===== config.mk =====
export PLATFORM = sky130hd
export DESIGN_NAME = rgb_to_hsv_converter
export DESIGN_NICKNAME = d
export VERILOG_FILES = /design/src/rtl/core/rhc_pkg.sv /design/src/rtl/core/rhc_front.sv /design/src/rtl/core/rhc_queue.sv /design/src/rtl/core/rhc_back.sv /design/src/rtl/core/rgb_to_hsv_converter.sv
export SDC_FILE = /design/constraint.sdc
export NUM_CORES = 1
export LEC_CHECK = 0
export BUFFER_PORTS_ARGS = -buffer_cell sky130_fd_sc_hd__buf_2
export CAP_MARGIN = 40
export CORE_MARGIN = 2
export CORE_UTILIZATION = 30
export CTS_CLUSTER_DIAMETER = 50
export DETAILED_ROUTE_END_ITERATION = 8
export SLEW_MARGIN = 0
export SYNTH_ARGS = -nofsm -noshare
export SYNTH_HDL_FRONTEND = slang
export SYNTH_SLANG_ARGS = --single-unit

===== constraint.sdc =====
create_clock -name i_clk -period 13.5 [get_ports i_clk]
set_input_delay 0 -clock i_clk [delete_from_list [all_inputs] [get_ports i_clk]]
set_output_delay 0 -clock i_clk [all_outputs]
set_load 0.01 [all_outputs]

===== src/rtl/core/rhc_pkg.sv =====
`timescale 1ns / 1ps
// ----------------------------------------------------------------------------
// rhc_pkg: shared types and constants of the RGB to HSV converter
// Holds the sector code, the classified pixel record passed from the front
// end to the divider pipeline, and the division step used by both lanes.
// ----------------------------------------------------------------------------
package rhc_pkg;

    localparam int CH_W      = 8;   // width of one color channel
    localparam int HUE_W     = 9;
    localparam int SAT_W     = 9;
    localparam int QUO_W     = 9;   // quotient width, one bit per divider stage
    localparam int DIV_STAGES = QUO_W;

    localparam int MID_DEPTH = 4;
    localparam int MID_AW    = 2;
    localparam int OUT_DEPTH = 16;
    localparam int OUT_AW    = 4;

    localparam logic [10:0] OFFSET_RED   = 11'd1536;
    localparam logic [10:0] OFFSET_GREEN = 11'd512;
    localparam logic [10:0] OFFSET_BLUE  = 11'd1024;
    localparam logic [8:0]  FULL_TURN    = 9'd360;

    typedef enum logic [1:0] {
        SEC_GRAY,
        SEC_RED,
        SEC_GREEN,
        SEC_BLUE
    } t_sector;

    // Classified pixel: everything the back end needs to finish the beat.
    typedef struct packed {
        t_sector           sector;
        logic              neg;
        logic [CH_W-1:0]   diff;
        logic [CH_W-1:0]   chroma;
        logic [CH_W-1:0]   vmax;
    } t_cls;

    // One slot of the divider pipeline, hue lane and saturation lane.
    typedef struct packed {
        t_sector           sector;
        logic              neg;
        logic [CH_W-1:0]   chroma;
        logic [CH_W-1:0]   vmax;
        logic [QUO_W-1:0]  hq;
        logic [CH_W-1:0]   hr;
        logic [QUO_W-1:0]  sq;
        logic [CH_W-1:0]   sr;
    } t_stg;

    typedef struct packed {
        logic [HUE_W-1:0]  hue;
        logic [SAT_W-1:0]  sat;
        logic [CH_W-1:0]   val;
    } t_res;

    // One restoring division step. The partial remainder is always below
    // twice the divisor, so the new remainder fits in a channel width.
    // Returns the quotient bit above the new remainder.
    function automatic logic [CH_W:0] div_step(input logic [CH_W:0] part,
                                               input logic [CH_W-1:0] den);
        logic [CH_W:0] dif;
        dif = part - {1'b0, den};
        if (part >= {1'b0, den}) begin
            return {1'b1, dif[CH_W-1:0]};
        end else begin
            return {1'b0, part[CH_W-1:0]};
        end
    endfunction

endpackage


===== src/rtl/core/rhc_front.sv =====
`timescale 1ns / 1ps
// ----------------------------------------------------------------------------
// rhc_front: pixel intake and classification
// Finds the largest and smallest channel, the chroma, the hue sector and the
// signed channel difference, and holds the result in one register stage.
// ----------------------------------------------------------------------------
module rhc_front
    import rhc_pkg::*;
(
    input  logic            i_clk,
    input  logic            i_rst_n,
    input  logic            push,
    output logic            full,
    input  logic [CH_W-1:0] i_red,
    input  logic [CH_W-1:0] i_green,
    input  logic [CH_W-1:0] i_blue,
    input  logic            i_mid_full,
    output logic            o_mid_push,
    output t_cls            o_cls
);

    logic            r_valid;
    t_cls            r_cls;
    t_cls            n_cls;
    logic            load;
    logic [CH_W-1:0] vmax;
    logic [CH_W-1:0] vmin;
    logic [CH_W-1:0] op_a;
    logic [CH_W-1:0] op_b;

    always_comb begin
        vmax = (i_red > i_green) ? i_red : i_green;
        if (i_blue > vmax) begin
            vmax = i_blue;
        end
        vmin = (i_red < i_green) ? i_red : i_green;
        if (i_blue < vmin) begin
            vmin = i_blue;
        end

        n_cls.vmax   = vmax;
        n_cls.chroma = vmax - vmin;

        // Ties on the maximum go to red, then green, then blue.
        if (n_cls.chroma == '0) begin
            n_cls.sector = SEC_GRAY;
            op_a         = i_green;
            op_b         = i_blue;
        end else if (vmax == i_red) begin
            n_cls.sector = SEC_RED;
            op_a         = i_green;
            op_b         = i_blue;
        end else if (vmax == i_green) begin
            n_cls.sector = SEC_GREEN;
            op_a         = i_blue;
            op_b         = i_red;
        end else begin
            n_cls.sector = SEC_BLUE;
            op_a         = i_red;
            op_b         = i_green;
        end

        n_cls.neg  = (op_a < op_b);
        n_cls.diff = n_cls.neg ? (op_b - op_a) : (op_a - op_b);
    end

    assign load       = !r_valid || !i_mid_full;
    assign full       = r_valid && i_mid_full;
    assign o_mid_push = r_valid && !i_mid_full;
    assign o_cls      = r_cls;

    always_ff @(posedge i_clk) begin
        if (!i_rst_n) begin
            r_valid <= 1'b0;
        end else if (load) begin
            r_valid <= push;
        end
    end

    always_ff @(posedge i_clk) begin
        if (load && push) begin
            r_cls <= n_cls;
        end
    end

endmodule


===== src/rtl/core/rhc_queue.sv =====
`timescale 1ns / 1ps
// ----------------------------------------------------------------------------
// rhc_queue: short queue of classified pixels
// Decouples the front end from the divider pipeline so that each side can
// stall on its own.
// ----------------------------------------------------------------------------
module rhc_queue
    import rhc_pkg::*;
(
    input  logic i_clk,
    input  logic i_rst_n,
    input  logic i_push,
    input  t_cls i_data,
    output logic o_full,
    input  logic i_pop,
    output logic o_empty,
    output t_cls o_data
);

    t_cls              r_mem [MID_DEPTH];
    logic [MID_AW-1:0] r_wptr;
    logic [MID_AW-1:0] r_rptr;
    logic [MID_AW:0]   r_count;
    logic              do_push;
    logic              do_pop;

    assign o_full  = (r_count == (MID_AW+1)'(MID_DEPTH));
    assign o_empty = (r_count == '0);
    assign o_data  = r_mem[r_rptr];
    assign do_push = i_push && !o_full;
    assign do_pop  = i_pop && !o_empty;

    always_ff @(posedge i_clk) begin
        if (!i_rst_n) begin
            r_wptr  <= '0;
            r_rptr  <= '0;
            r_count <= '0;
        end else begin
            if (do_push) begin
                r_wptr <= r_wptr + 1'b1;
            end
            if (do_pop) begin
                r_rptr <= r_rptr + 1'b1;
            end
            case ({do_push, do_pop})
                2'b10:   r_count <= r_count + 1'b1;
                2'b01:   r_count <= r_count - 1'b1;
                default: r_count <= r_count;
            endcase
        end
    end

    always_ff @(posedge i_clk) begin
        if (do_push) begin
            r_mem[r_wptr] <= i_data;
        end
    end

endmodule


===== src/rtl/core/rhc_back.sv =====
`timescale 1ns / 1ps
// ----------------------------------------------------------------------------
// rhc_back: divider pipeline, hue finish and result queue
// Two restoring dividers run side by side, one quotient bit per stage. A
// final stage scales the hue, and results wait in a queue. Beats are issued
// only against free queue slots, so the pipeline itself never stalls.
// ----------------------------------------------------------------------------
module rhc_back
    import rhc_pkg::*;
(
    input  logic             i_clk,
    input  logic             i_rst_n,
    input  logic             i_mid_empty,
    input  t_cls             i_cls,
    output logic             o_mid_pop,
    output logic             empty,
    input  logic             pop,
    output logic [HUE_W-1:0] o_hue,
    output logic [SAT_W-1:0] o_saturation,
    output logic [CH_W-1:0]  o_brightness
);

    logic              r_vld [DIV_STAGES];
    t_stg              r_stg [DIV_STAGES];
    t_stg              n_stg [DIV_STAGES];
    logic              r_res_vld;
    t_res              r_res;
    t_res              n_res;
    logic [OUT_AW:0]   r_credit;
    t_res              r_mem [OUT_DEPTH];
    logic [OUT_AW-1:0] r_wptr;
    logic [OUT_AW-1:0] r_rptr;
    logic [OUT_AW:0]   r_count;
    logic              issue;
    logic              do_pop;
    logic [CH_W:0]     h_step [DIV_STAGES];
    logic [CH_W:0]     s_step [DIV_STAGES];
    logic [10:0]       offset;
    logic [10:0]       sum;
    logic [16:0]       prod;
    logic [HUE_W-1:0]  hue_raw;

    // Credits cover every beat in flight plus every beat in the queue.
    assign issue     = !i_mid_empty && (r_credit != (OUT_AW+1)'(OUT_DEPTH));
    assign o_mid_pop = issue;
    assign empty     = (r_count == '0);
    assign do_pop    = pop && !empty;

    always_comb begin
        h_step[0]        = div_step({1'b0, i_cls.diff}, i_cls.chroma);
        s_step[0]        = div_step({1'b0, i_cls.chroma}, i_cls.vmax);
        n_stg[0].sector  = i_cls.sector;
        n_stg[0].neg     = i_cls.neg;
        n_stg[0].chroma  = i_cls.chroma;
        n_stg[0].vmax    = i_cls.vmax;
        n_stg[0].hq      = {{(QUO_W-1){1'b0}}, h_step[0][CH_W]};
        n_stg[0].hr      = h_step[0][CH_W-1:0];
        n_stg[0].sq      = {{(QUO_W-1){1'b0}}, s_step[0][CH_W]};
        n_stg[0].sr      = s_step[0][CH_W-1:0];
        for (int i = 1; i < DIV_STAGES; i++) begin
            h_step[i]  = div_step({r_stg[i-1].hr, 1'b0}, r_stg[i-1].chroma);
            s_step[i]  = div_step({r_stg[i-1].sr, 1'b0}, r_stg[i-1].vmax);
            n_stg[i]    = r_stg[i-1];
            n_stg[i].hq = {r_stg[i-1].hq[QUO_W-2:0], h_step[i][CH_W]};
            n_stg[i].hr = h_step[i][CH_W-1:0];
            n_stg[i].sq = {r_stg[i-1].sq[QUO_W-2:0], s_step[i][CH_W]};
            n_stg[i].sr = s_step[i][CH_W-1:0];
        end
    end

    // Hue finish: offset plus or minus quotient, times 60, drop 8 bits.
    always_comb begin
        case (r_stg[DIV_STAGES-1].sector)
            SEC_RED:   offset = OFFSET_RED;
            SEC_GREEN: offset = OFFSET_GREEN;
            SEC_BLUE:  offset = OFFSET_BLUE;
            default:   offset = OFFSET_RED;
        endcase
        if (r_stg[DIV_STAGES-1].neg) begin
            sum = offset - {2'b0, r_stg[DIV_STAGES-1].hq};
        end else begin
            sum = offset + {2'b0, r_stg[DIV_STAGES-1].hq};
        end
        prod    = ({6'b0, sum} << 6) - ({6'b0, sum} << 2);
        hue_raw = prod[16:8];

        case (r_stg[DIV_STAGES-1].sector)
            SEC_GRAY: n_res.hue = '0;
            SEC_RED:  n_res.hue = (hue_raw >= FULL_TURN) ? (hue_raw - FULL_TURN)
                                                         : hue_raw;
            default:  n_res.hue = hue_raw;
        endcase
        // A black pixel divides by zero; its saturation is forced to zero.
        n_res.sat = (r_stg[DIV_STAGES-1].vmax == '0) ? '0 : r_stg[DIV_STAGES-1].sq;
        n_res.val = r_stg[DIV_STAGES-1].vmax;
    end

    always_ff @(posedge i_clk) begin
        if (!i_rst_n) begin
            for (int i = 0; i < DIV_STAGES; i++) begin
                r_vld[i] <= 1'b0;
            end
            r_res_vld <= 1'b0;
        end else begin
            r_vld[0] <= issue;
            for (int i = 1; i < DIV_STAGES; i++) begin
                r_vld[i] <= r_vld[i-1];
            end
            r_res_vld <= r_vld[DIV_STAGES-1];
        end
    end

    always_ff @(posedge i_clk) begin
        for (int i = 0; i < DIV_STAGES; i++) begin
            r_stg[i] <= n_stg[i];
        end
        r_res <= n_res;
    end

    always_ff @(posedge i_clk) begin
        if (!i_rst_n) begin
            r_credit <= '0;
            r_wptr   <= '0;
            r_rptr   <= '0;
            r_count  <= '0;
        end else begin
            case ({issue, do_pop})
                2'b10:   r_credit <= r_credit + 1'b1;
                2'b01:   r_credit <= r_credit - 1'b1;
                default: r_credit <= r_credit;
            endcase
            if (r_res_vld) begin
                r_wptr <= r_wptr + 1'b1;
            end
            if (do_pop) begin
                r_rptr <= r_rptr + 1'b1;
            end
            case ({r_res_vld, do_pop})
                2'b10:   r_count <= r_count + 1'b1;
                2'b01:   r_count <= r_count - 1'b1;
                default: r_count <= r_count;
            endcase
        end
    end

    always_ff @(posedge i_clk) begin
        if (r_res_vld) begin
            r_mem[r_wptr] <= r_res;
        end
    end

    assign o_hue        = r_mem[r_rptr].hue;
    assign o_saturation = r_mem[r_rptr].sat;
    assign o_brightness = r_mem[r_rptr].val;

endmodule


===== src/rtl/core/rgb_to_hsv_converter.sv =====
`timescale 1ns / 1ps
// ----------------------------------------------------------------------------
// rgb_to_hsv_converter: 8-bit RGB pixel to hue, saturation and value
// Usage: the source drives i_red, i_green and i_blue and raises push; a beat
// is taken at a rising edge with push high and full low. The sink sees the
// oldest result on o_hue, o_saturation and o_brightness while empty is low
// and takes it with pop at a rising edge.
// Throughput is one pixel per cycle, sustained, as long as the sink pops
// every cycle. A pixel that is accepted passes through one classify stage,
// the decoupling queue, nine divider stages (one quotient bit each for hue
// and saturation in parallel) and a hue scaling stage.
// The result queue holds 16 beats and new pixels leave the decoupling queue
// only against free result slots. When the sink stalls, the result queue
// fills, the decoupling queue backs up and full rises; nothing is dropped.
// Synchronous active-low reset empties all queues and the pipeline; no
// results are pending afterwards and full is low.
// ----------------------------------------------------------------------------
module rgb_to_hsv_converter
    import rhc_pkg::*;
(
    input  logic             i_clk,
    input  logic             i_rst_n,
    input  logic             push,
    output logic             full,
    input  logic [CH_W-1:0]  i_red,
    input  logic [CH_W-1:0]  i_green,
    input  logic [CH_W-1:0]  i_blue,
    output logic             empty,
    input  logic             pop,
    output logic [HUE_W-1:0] o_hue,
    output logic [SAT_W-1:0] o_saturation,
    output logic [CH_W-1:0]  o_brightness
);

    logic mid_full;
    logic mid_push;
    logic mid_empty;
    logic mid_pop;
    t_cls front_cls;
    t_cls mid_cls;

    rhc_front u_front (
        .i_clk      (i_clk),
        .i_rst_n    (i_rst_n),
        .push       (push),
        .full       (full),
        .i_red      (i_red),
        .i_green    (i_green),
        .i_blue     (i_blue),
        .i_mid_full (mid_full),
        .o_mid_push (mid_push),
        .o_cls      (front_cls)
    );

    rhc_queue u_queue (
        .i_clk   (i_clk),
        .i_rst_n (i_rst_n),
        .i_push  (mid_push),
        .i_data  (front_cls),
        .o_full  (mid_full),
        .i_pop   (mid_pop),
        .o_empty (mid_empty),
        .o_data  (mid_cls)
    );

    rhc_back u_back (
        .i_clk        (i_clk),
        .i_rst_n      (i_rst_n),
        .i_mid_empty  (mid_empty),
        .i_cls        (mid_cls),
        .o_mid_pop    (mid_pop),
        .empty        (empty),
        .pop          (pop),
        .o_hue        (o_hue),
        .o_saturation (o_saturation),
        .o_brightness (o_brightness)
    );

endmodule

## Yosys cells after proc, flatten, opt, wreduce, memory -nomap -nowiden

Memory sizes are Yosys's and may differ from the RTL's. A register that Yosys moved wholly into a read port is not among the register bits.
Index checks and enable logic that the tools add are counted.

- Word-level logic and storage cells: 181
- Output and inout port bits: 28
- Register bits: 79
- Memories kept: 4
- Memory bits (writable): 1010

- Order comparisons: 24
- Bitwise logic cells: 9
- Equality and inequality tests: 13
- Reduce and logical (&&, ||, !) cells: 22
- Add/subtract/negate cells: 35
- Muxes and demuxes: 57

Memory list:

| memory | words | width | read ports | clocked after Yosys merged registers in | write ports | line | RTL |
|---|---|---|---|---|---|---|---|
| u_back.r_stg | 9 | 53 | 9 | 0 | 9 | rhc_back.sv:24 | `t_stg r_stg [DIV_STAGES];` |
| u_back.r_mem | 16 | 26 | 1 | 1 | 1 | rhc_back.sv:30 | `t_res r_mem [OUT_DEPTH];` |
| u_queue.r_mem | 4 | 27 | 1 | 1 | 1 | rhc_queue.sv:20 | `t_cls r_mem [MID_DEPTH];` |
| u_back.r_vld | 9 | 1 | 9 | 1 | 9 | rhc_back.sv:23 | `logic r_vld [DIV_STAGES];` |

Operator list:

| operator | count |
|---|---|
| $mux 9 | 19 |
| $sub 8x8->8 | 21 |
| $ge 9x8->1 | 16 |
| $mux 8 | 11 |
| $lt 8x8->1 | 3 |
| $pmux 11 s2 | 1 |
| $pmux 5 s2 | 2 |
| $pmux 9 s2 | 1 |
| $mux 1 | 17 |
| $sub 17x13->17 | 1 |
| $eq 8x8->1 | 2 |
| $ge 8x8->1 | 2 |
| $gt 8x8->1 | 2 |
| $logic_not 8->1 | 2 |
| $add 11x9->11 | 1 |
| $mux 11 | 1 |
| $sub 11x9->11 | 1 |
| $add 5x1->5 const B | 2 |
| $eq 2x2->1 const B | 5 |
| $sub 5x1->5 const B | 2 |
| $ge 9x9->1 const B | 1 |
| $or 1x1->1 | 9 |
| $sub 9x9->9 const B | 1 |
| $add 4x1->4 const B | 2 |
| other kinds (17) | 35 |

## Logic depth before layout (Yosys ltp)

Gate-level depths: netlist of the first run.

- Depth in word-level cells: 10
- Depth in mapped cells: 47
- Depth with buffers taken out: 44

## Cells and area by module

Synthesis of the first run repeated with hierarchy kept, for this count alone.

- Cells, all modules: 3013
- Area total of the unflattened synthesis: 41606.2 µm²

Modules (own cells, without submodules):

| module | cells each | instances | area each (µm²) |
|---|---|---|---|
| rhc_back | 2392 | 1 | 33160.6 |
| rhc_queue | 195 | 1 | 4411.7 |
| rhc_front | 426 | 1 | 4033.9 |

## Worst setup path before layout of the first run

OpenSTA, ideal clock, no wires.

- Path kind: input to register
- Start: input port i_green[1]
- End: register u_front.r_cls, in the netlist u_front.o_cls[21], data pin
- Path slack: 5.070 ns
- Arrival: 8.170 ns
- Data required time: 13.240 ns
- Cell stages on the path: 42
- Buffers on the path: 2
- Setup time: 0.260 ns
- Path through: inv_1 -> ha_1 -> nor2b_2 -> o211ai_2 -> a21oi_1 -> o21ai_1 -> mux2i_1 -> ha_1 -> o2111ai_1 -> a31o_2 -> a211o_1 -> a31oi_1 -> a31oi_4 -> and3_4 -> buf_6 -> nand2_1 -> o21ai_1 -> ha_1 -> (+6 left out) -> buf_4 -> mux2i_1 -> ha_1 -> inv_1 -> fa_1 -> a21oi_1 -> o21bai_1 -> a21oi_1 -> nor2b_1 -> o21ai_0 -> nand2b_1 -> a21oi_1 -> mux2i_1 -> a221o_1 -> a221oi_1 -> o21ai_0 -> a21boi_0 -> xnor2_1

RTL lines:

| what | line | RTL |
|---|---|---|
| start: declaration | rgb_to_hsv_converter.sv:26 | `input logic [CH_W-1:0] i_green,` |
| end signal: assignment | rhc_front.sv:82 | `r_cls <= n_cls;` |
| end: declaration | rhc_front.sv:23 | `t_cls r_cls;` |

==> run metrics, run 1 <==
status=finished clean; RSZ-0062 raised after global routing=no; Yosys top cell by area=edfxtp_1; Period minus WS final=9.37 ns; PortBufs=55; overall routing resource usage=11.3%; most used cell, CP=a21oi_1; first-pass GRT wire length=127000 um; Synth Net Count=3221; sequential-to-total area share from yosys stat=61.8%; Max Clk Rate=107 MHz; DRT antenna net count=0; Lkg Pwr=18.0 nW; Top Family by Delay on Critical Path=compound AO/OA/AOI/OAI gates; Critical Path RT=13.90 ns; vias in the first global route=23200; hpwl dp=53300 um; CP max-delay cell=mux2i_1; slowest stage delay, CP=0.64 ns; final hold slack=0.0289 ns; Post-route DRC=0; flops & latches, synth=1000; core area=0.137 mm2; CP endpoint kind=flip-flop; CTS hold repair buffers=6; H-tree depth=3; DRT iter0 DRCs=1512; synth unique cells=88; CTS Sinks=1000; final setup margin=4.13 ns; area grow syn2layout=15.1%; full die area=0.141 mm2; routed via count=22600; GR Overflow Total=0; CTS Buf Count=103; clock root buffer=clkbuf_16; cells after synthesis=2960; Post-CTS Setup Bufs=0; initial antenna violation count=1; Critical path buffers and inverters=5; Yosys warnings=0; cell area power density=237 mW/mm2; setup tns final=0 ns; top cells by area, synth=edfxtp_1 40%, dfxtp_1 22%, mux4_2 8.3%; # resized after CTS=0; Syn Area/Cell=14.0 um2; Slew Viols, Final=0; max_cap viols=0; Pre-Repair DR Iteration Count=5; Reg clk slew, reported paths=0.06 ns; ant diodes=0; HP Class=in2reg; period utilization=69.4%; chip height=375 um; Nets=3337; top-count cell post-synth=edfxtp_1; GPL Wtd Cong=0.862; die width=375 um; Startpoint Class=input pin; worst slack, placed=3.51 ns; EDFF count, synth=551; CTS tree=yes; Post-synth top cells=551 x edfxtp_1, 449 x dfxtp_1, 247 x inv_1, 212 x ha_1, 173 x o21ai_0; ys async rst share=0%; Placement Rows=136; Worst-Margin Slew=0.909 ns; Arr. time, crit path=9.77 ns; via/cell ratio=4.56; Final setup viols=0; number of top-level pins=56; Worst Clk Skew=0.0323 ns; crit path kind=in2reg; VDD IR max=0.200 mV; Final Hold Viols=0; initial core utilization=30.1%; top cell type's share of synthesized area=40.0%; largest net degree at the start of global routing=48; wire length per cell=16.1 um; later-pin clock latency in the skew report=0.67 ns; layout cells sized above 1=15.3%; overall routed net length=80000 um; Slew Limit Headroom=39.3%; CP max FO=31; Synth Flop Type=edfxtp_1; number of buffers on the longest clock path=3; Cell Area, Synth=0.0413 mm2
metal layers:
metal | vias to the layer above | part of all wire, % | global-route usage (%) | routed length, um
met5 | - | 0 | 0 | 0
met4 | 0 | 2.7 | 3.55 | 2150
met2 | 394 | 50 | 20.2 | 40300
met1 | 11100 | 43 | 14.0 | 34700
met3 | 147 | 3.6 | 1.80 | 2890
li1 | 11000 | - | - | -
layout make-up:
cell class / instances / area [um2]
flip-flops and latches: 1000 / 25500
well taps: 1794 / 2240
repair buffers: 92 / 811
clock inverters: 61 / 646
multi-input cells: 1632 / 14600
clock buffers: 133 / 2840
inverters: 247 / 927
fillers: 13200 / 89600
through the flow:
step / power (mW) / area, um2 / util [%] / cells
2_1_floorplan: 7.59 / 41300 / - / 2960
3_5_place_dp: 8.53 / 44000 / 32.1 / 4759
5_1_grt: 12.1 / 47600 / 34.7 / 4959
4_1_cts: 11.4 / 47600 / 34.7 / 4959
6_report: 11.3 / 47600 / 34.7 / 4959
3_3_place_gp: 8.44 / 43600 / 31.8 / 4738
worst paths after layout:
path / cells past startpoint / slack (ns) / end / start
worst max-delay path: 42 / 4.13 / u_front.o_cls[21] / i_green[3]
worst min-delay path: 5 / 0.03 / flip-flop / pop
worst max register to register: 19 / 8.08 / u_back.r_res[23] / u_back.r_stg[0][449]
worst min register to register: 0 / 0.31 / u_back.r_stg[0][103] / u_back.r_stg[0][50]
worst reg2reg max path, cell delays in order, from the launching register on:
cell and delay, ns:
dfxtp_1 0.37, inv_1 0.16, ha_1 0.29, nand2b_4 0.11, nor4_2 0.47, a21oi_1 0.13, or3_1 0.33, a21o_1 0.19
xnor2_1 0.30, inv_1 0.11, ha_1 0.37, nand4_1 0.14, o31a_1 0.31, o2111ai_1 0.21, xor2_1 0.21, or4_4 0.60
a2111oi_4 0.45, o211ai_1 0.17, xor2_1 0.17, nor2_1 0.23
state kept, by name (all words and copies together), names as in the netlist, named ones only:
register / count
u_back.r_mem: 416
u_back.r_stg: 381
u_queue.r_mem: 108
u_front.o_cls: 27
u_back.r_res: 26
u_back.r_vld: 9
u_back.r_count: 5
u_back.r_credit: 5
u_back.r_rptr: 4
u_back.r_wptr: 4
u_queue.r_count: 3
u_queue.r_rptr: 2
u_queue.r_wptr: 2
u_back.r_res_vld: 1
u_front.r_valid: 1
kinds of logic (layout without fill, tap and decap cells):
kind of cell             after synthesis  count (layout)  synth area share, %
AO/OA/AOI/OAI                        465             465                 7.34
XOR/XNOR                             133             133                 2.86
adder cells (fa/ha/maj)              234             234                 7.46
buffers and inverters                328             533                 3.08
flip-flops                          1000            1000                 61.8
multiplexers                         229             229                 10.3
AND/OR/NAND/NOR                      571             571                 7.22
report_power, final:
group / leakage, nW / switching, mW / total [mW] / internal, mW
combinational: 7.52 / 2.12 / 3.78 / 1.67
clock: 1.70 / 1.19 / 2.83 / 1.64
sequential: 8.75 / 0.487 / 4.64 / 4.16
total: 18.0 / 3.80 / 11.3 / 7.47
placed cells by master (no fill, tap or decap), types with 73 or more instances in the layout:
master	netlist	routed
nor2_1	120	120
inv_1	247	247
nand2_1	140	140
o21ai_0	173	173
and2_1	93	73
xnor2_1	77	77
edfxtp_1	551	551
dfxtp_1	449	444
clkbuf_16	0	105
a21oi_1	78	78
ha_1	212	212
mux4_2	153	153
(Power assumes the default switching activity.)
==> inputs of run 2 (changes only) <==
--- a/config.mk
+++ b/config.mk
@@ -5,6 +5,7 @@
 export SDC_FILE = /design/constraint.sdc
 export NUM_CORES = 1
 export LEC_CHECK = 0
+export ABC_AREA = 1
 export BUFFER_PORTS_ARGS = -buffer_cell sky130_fd_sc_hd__buf_2
 export CAP_MARGIN = 40
 export CORE_MARGIN = 2
==> constraint.sdc (replaced) <==
create_clock -name i_clk -period 9.4 [get_ports i_clk]
set_input_delay 0 -clock i_clk [delete_from_list [all_inputs] [get_ports i_clk]]
set_output_delay 0 -clock i_clk [all_outputs]
set_load 0.01 [all_outputs]
==> run metrics, run 2 <==
status=finished clean; Pre-Repair DR Iteration Count=6; GPL Wtd Cong=0.869; Nets=4403; Placement Rows=138; slowest stage delay, CP=0.51 ns; # resized after CTS=0; CP endpoint kind=flip-flop; Worst Clk Skew=0.0284 ns; Power, Total=18.4 mW; chip height=380 um; Yosys warnings=0; Worst-Margin Slew=0.918 ns; Lkg Pwr=19.8 nW; core area=0.141 mm2; area grow syn2layout=14.9%; DRT antenna net count=0; GR Overflow Total=0; max_cap viols=0; Startpoint Class=input pin; number of flip-flops in the largest register=416; first-pass GRT wire length=147000 um; Reg clk slew, reported paths=0.06 ns; hold_sp=i_green[0]; Top reg by flops=u_back.r_mem; most frequent cells in the layout=641 x nand2_1, 551 x edfxtp_1, 501 x inv_1; crit path kind=in2reg; full die area=0.145 mm2; Final setup viols=0; top-count cell post-synth=nand2_1; top cell type's share of synthesized area=38.9%; via/cell ratio=4.56; CP max FO=31; worst setup path start=i_green[6]; commonest non-fill, non-tap cell in the layout=nand2_1; Critical Path RT=9.79 ns; flops & latches, synth=1000; VDD IR max=0.246 mV; CTS Buf Count=106; number of top-level pins=56; Post-synth top cells=641 x nand2_1, 551 x edfxtp_1, 502 x inv_1, 449 x dfxtp_1, 343 x o21ai_0; clock root buffer=clkbuf_16; period utilization=79.3%; CTS Sinks=1000; Cell Area, Synth=0.0425 mm2; initial antenna violation count=0; routed via count=27900; Synth Flop Type=edfxtp_1; largest net degree at the start of global routing=159; Yosys top cell by area=edfxtp_1; layout cells sized above 1=8.20%; wire length per cell=15.1 um; RSZ-0062 raised after global routing=no; PortBufs=55; start of the worst register-to-register path=u_back.r_stg[0][449]; EDFF count, synth=551; hpwl dp=58000 um; initial core utilization=30.1%; cell area power density=377 mW/mm2; Max Clk Rate=134 MHz; Final Hold Viols=0; later-pin clock latency in the skew report=0.67 ns; cells after synthesis=4065; DRT iter0 DRCs=1805; most used cell, CP=nand2_1; Synth Net Count=4326; CTS tree=yes; Arr. time, crit path=7.85 ns; vias in the first global route=27100; overall routing resource usage=12.6%; sequential-to-total area share from yosys stat=60.1%; overall routed net length=92100 um; Slew Limit Headroom=38.8%; HP Class=in2reg; setup tns final=0 ns; Period minus WS final=7.45 ns; Top Registers=u_back.r_mem x416, u_back.r_stg x381, u_queue.r_mem x108; CP max-delay cell=dlygate4sd3_1; number of buffers on the longest clock path=3; top cells by area, synth=edfxtp_1 39%, dfxtp_1 21%, ha_1 6.2%; synth unique cells=53; ys async rst share=0%; H-tree depth=3; Slew Viols, Final=0; die width=380 um; Post-route DRC=0; Syn Area/Cell=10.5 um2
==> run 2: cell count changes after synthesis, sizes merged, moves of 112 or more <==
cell	delta
a21oi	+197
inv	+263
mux4	-153
nand2	+510
nand3	+181
nor2	+112
o21ai	+180
==> run 2: power breakdown <==
part / switching, mW / total [mW] / internal (mW) / leakage (nW)
logic: 4.57 / 7.39 / 2.82 / 9.31
clock network: 1.69 / 4.15 / 2.47 / 1.76
registers: 0.782 / 6.84 / 6.06 / 8.73
total: 7.04 / 18.4 / 11.3 / 19.8
==> run 2: through the flow <==
stage | worst slack, ns | cell area, um2 | hold WS, ns | std cells | util [%]
2_1_floorplan | 3.29 | 42500 | 0.138 | 4065 | -
3_3_place_gp | 1.91 | 45000 | 0.310 | 5907 | 31.9
3_5_place_dp | 1.72 | 45200 | 0.312 | 5916 | 32.0
4_1_cts | 1.96 | 48800 | 0.00849 | 6121 | 34.6
5_1_grt | 1.18 | 48800 | 0.0811 | 6121 | 34.6
6_report | 1.95 | 48800 | 0.0687 | 6122 | 34.6
==> run 2: kinds of logic after synthesis <==
group,Yosys count,synth area share (%)
XOR/XNOR,117,2.45
adder cells (fa/ha/maj),233,7.23
AO/OA/AOI/OAI,808,10.6
buffers and inverters,652,5.91
AND/OR/NAND/NOR,1149,11.2
multiplexers,106,2.50
flip-flops,1000,60.1
==> run 2: worst max-delay path, delay by kind of cell <==
family / cells / cell delay (ns)
muxes: 1 / 0.35
and+or+nand+nor: 21 / 2.97
buffers and inverters: 7 / 1.69
AOI/OAI and AO/OA: 7 / 1.72
xor gates and xnor gates: 1 / 0.16
adders and majority gates: 3 / 0.90
==> run 2: final cells by class <==
cell class | count | area, um2
Antenna cell | 1 | 2.50
Multi-Input combinational cell | 2413 | 14600
Clock inverter | 60 | 527
Clock buffer | 137 | 3050
Sequential cell | 1000 | 25500
Tap cell | 1890 | 2360
Fill cell | 14000 | 92200
Inverter | 512 | 1920
Timing Repair Buffer | 109 | 818
==> run 2: final timing paths <==
check | slack [ns] | cells past startpoint | endpoint
worst max-delay path | 1.95 | 40 | u_front.o_cls[21]
worst min-delay path | 0.07 | 5 | u_front.o_cls[0]
worst max register to register | 4.65 | 27 | u_back.r_res[23]
worst min register to register | 0.32 | 0 | u_back.r_stg[0][186]
==> run 2: per-layer routing <==
layer	wire length (um)	global-route usage, %	vias to the layer above
li1	-	-	14000
met1	41100	16.1	13200
met2	44200	21.6	546
met3	4510	2.07	153
met4	2300	3.93	0
met5	0	0	-
==> run 2: timing repair <==
action | CTS | global route
hold buffers | 8 | 0
buffers inserted | 0 | 0
endpoints found under the hold margin | 36 | 0
==> inputs of run 3 (changes only) <==
==> constraint.sdc (replaced) <==
create_clock -name i_clk -period 7.2 [get_ports i_clk]
set_input_delay 0 -clock i_clk [delete_from_list [all_inputs] [get_ports i_clk]]
set_output_delay 0 -clock i_clk [all_outputs]
set_load 0.01 [all_outputs]
==> run metrics, run 3 (synthesis results as in run 2) <==
Lkg Pwr=19.8 nW; Slew Viols, Final=0; overall routing resource usage=12.5%; Period minus WS final=6.60 ns; GR Util met3=1.64%; full die area=0.145 mm2; later-pin clock latency in the skew report=0.70 ns; via/cell ratio=4.52; Critical Path RT=7.61 ns; number of flip-flops in the largest register=416; most frequent cells in the layout=641 x nand2_1, 551 x edfxtp_1, 501 x inv_1; most used cell, CP=nand2_1; area grow syn2layout=15.0%; CP max FO=19; max_cap viols=0; core area=0.141 mm2; final hold slack=0.0423 ns; first-pass GRT wire length=147000 um; met1 Use GR=16.5%; DRT iter0 DRCs=1894; CTS tree=yes; layout cells sized above 1=8.29%; die width=380 um; Top Registers=u_back.r_mem x416, u_back.r_stg x381, u_queue.r_mem x108; number of top-level pins=56; Nets=4411; M2 GR Usage=21.0%; routed via count=27700; initial antenna violation count=0; number of buffers on the longest clock path=3; status=finished clean; Post-CTS Setup Bufs=0; fin area=0.0489 mm2; RSZ-0062 raised after global routing=no; area post-placement=0.0452 mm2; Reg clk slew, reported paths=0.05 ns; cell area power density=491 mW/mm2; hpwl dp=57900 um; GR Overflow Total=0; R2R depth=27; crit path kind=in2reg; FILL cells=14000; VDD IR max=0.336 mV; ant diodes=0; Startpoint Class=input pin; Post-route DRC=0; GPL Wtd Cong=0.854; overall routed net length=91300 um; busiest grt layer=met2; Final setup viols=0; initial core utilization=30.1%; chip height=380 um; Max Clk Rate=151 MHz; clock root buffer=clkbuf_16; Placement Rows=138; CTS Sinks=1000; HP Class=in2reg; wire length per cell=14.9 um; DRT antenna net count=0; Worst-Margin Slew=1.26 ns; Final Hold Viols=0; vias in the first global route=27200; Arr. time, crit path=7.01 ns; Worst Clk Skew=0.0781 ns; Top reg by flops=u_back.r_mem; H-tree depth=3; CP endpoint kind=flip-flop; largest net degree at the start of global routing=196; commonest non-fill, non-tap cell in the layout=nand2_1; slowest stage delay, CP=0.52 ns; setup tns final=0 ns; CTS Buf Count=108; Pre-Repair DR Iteration Count=7; Worst Hold Path Cells=3; PortBufs=55; CP max-delay cell=dlygate4sd3_1; period utilization=91.7%; Slew Limit Headroom=15.8%
## run 3: changes by cell type in the layout (fill, tap and decap cells not counted), moves of 5 or more
| cell | before | now |
|---|---|---|
| clkbuf_1 | 11 | 24 |
| buf_4 | 38 | 48 |
| clkbuf_8 | 11 | 21 |
| clkbuf_16 | 114 | 109 |
| clkinv_16 | 0 | 5 |
## run 3: worst max-delay path, delay by kind of cell
family	cells	cell delay [ns]
muxes	1	0.28
and+or+nand+nor	17	2.12
adders and majority gates	5	1.32
xor gates and xnor gates	2	0.35
buffers and inverters	10	1.59
AOI/OAI and AO/OA	9	1.32
## run 3: worst paths after layout
kind | from | end | slack, ns
min reg2reg | u_back.r_stg[0][170] | u_back.r_stg[0][224] | 0.28
min | i_blue[1] | u_front.o_cls[1] | 0.04
max | i_green[6] | u_front.o_cls[21] | 0.60
max reg2reg | u_back.r_stg[0][449] | u_back.r_res[23] | 2.37
## run 3: power by group
group / total [mW] / internal, mW / switching [mW]
sequential: 8.93 / 7.91 / 1.02
clock: 5.42 / 3.13 / 2.29
combinational: 9.64 / 3.69 / 5.95
total: 24.0 / 14.7 / 9.26
## run 3: layer usage
layer  routed length, um  up-vias  part of all wire (%)
met2               43000      550                    47
met5                   0        -                     0
li1                    -    14000                     -
met1               42000    13000                    46
met3                3740      167                   4.1
met4                2490        0                   2.7
## run 3: timing repair
item	CTS	global route
hold buffers	6	0
endpoints found under the hold margin	37	0
endpoints found under the setup margin	0	2
gates resized for setup	0	1
## run 3: cell type report
cell class                      instances  area (um2)  share of cell area [%]
Sequential cell                      1000       25500                    52.3
Timing Repair Buffer                  115         826                    1.69
Tap cell                             1890        2360                    4.84
Multi-Input combinational cell       2413       14600                    29.9
Inverter                              512        1920                    3.93
Clock inverter                         50         517                    1.06
Clock buffer                          154        3110                    6.36
## run 3: through the flow
stage | total power, mW | setup slack (ns) | cells | utilization (%)
2_1_floorplan | 16.2 | 1.09 | 4065 | -
5_1_grt | 26.1 | 0.0110 | 6134 | 34.6
3_3_place_gp | 18.4 | 0.490 | 5916 | 31.9
4_1_cts | 24.2 | 0.607 | 6133 | 34.6
3_5_place_dp | 18.7 | 0.387 | 5923 | 32.0
6_report | 24.0 | 0.598 | 6134 | 34.6
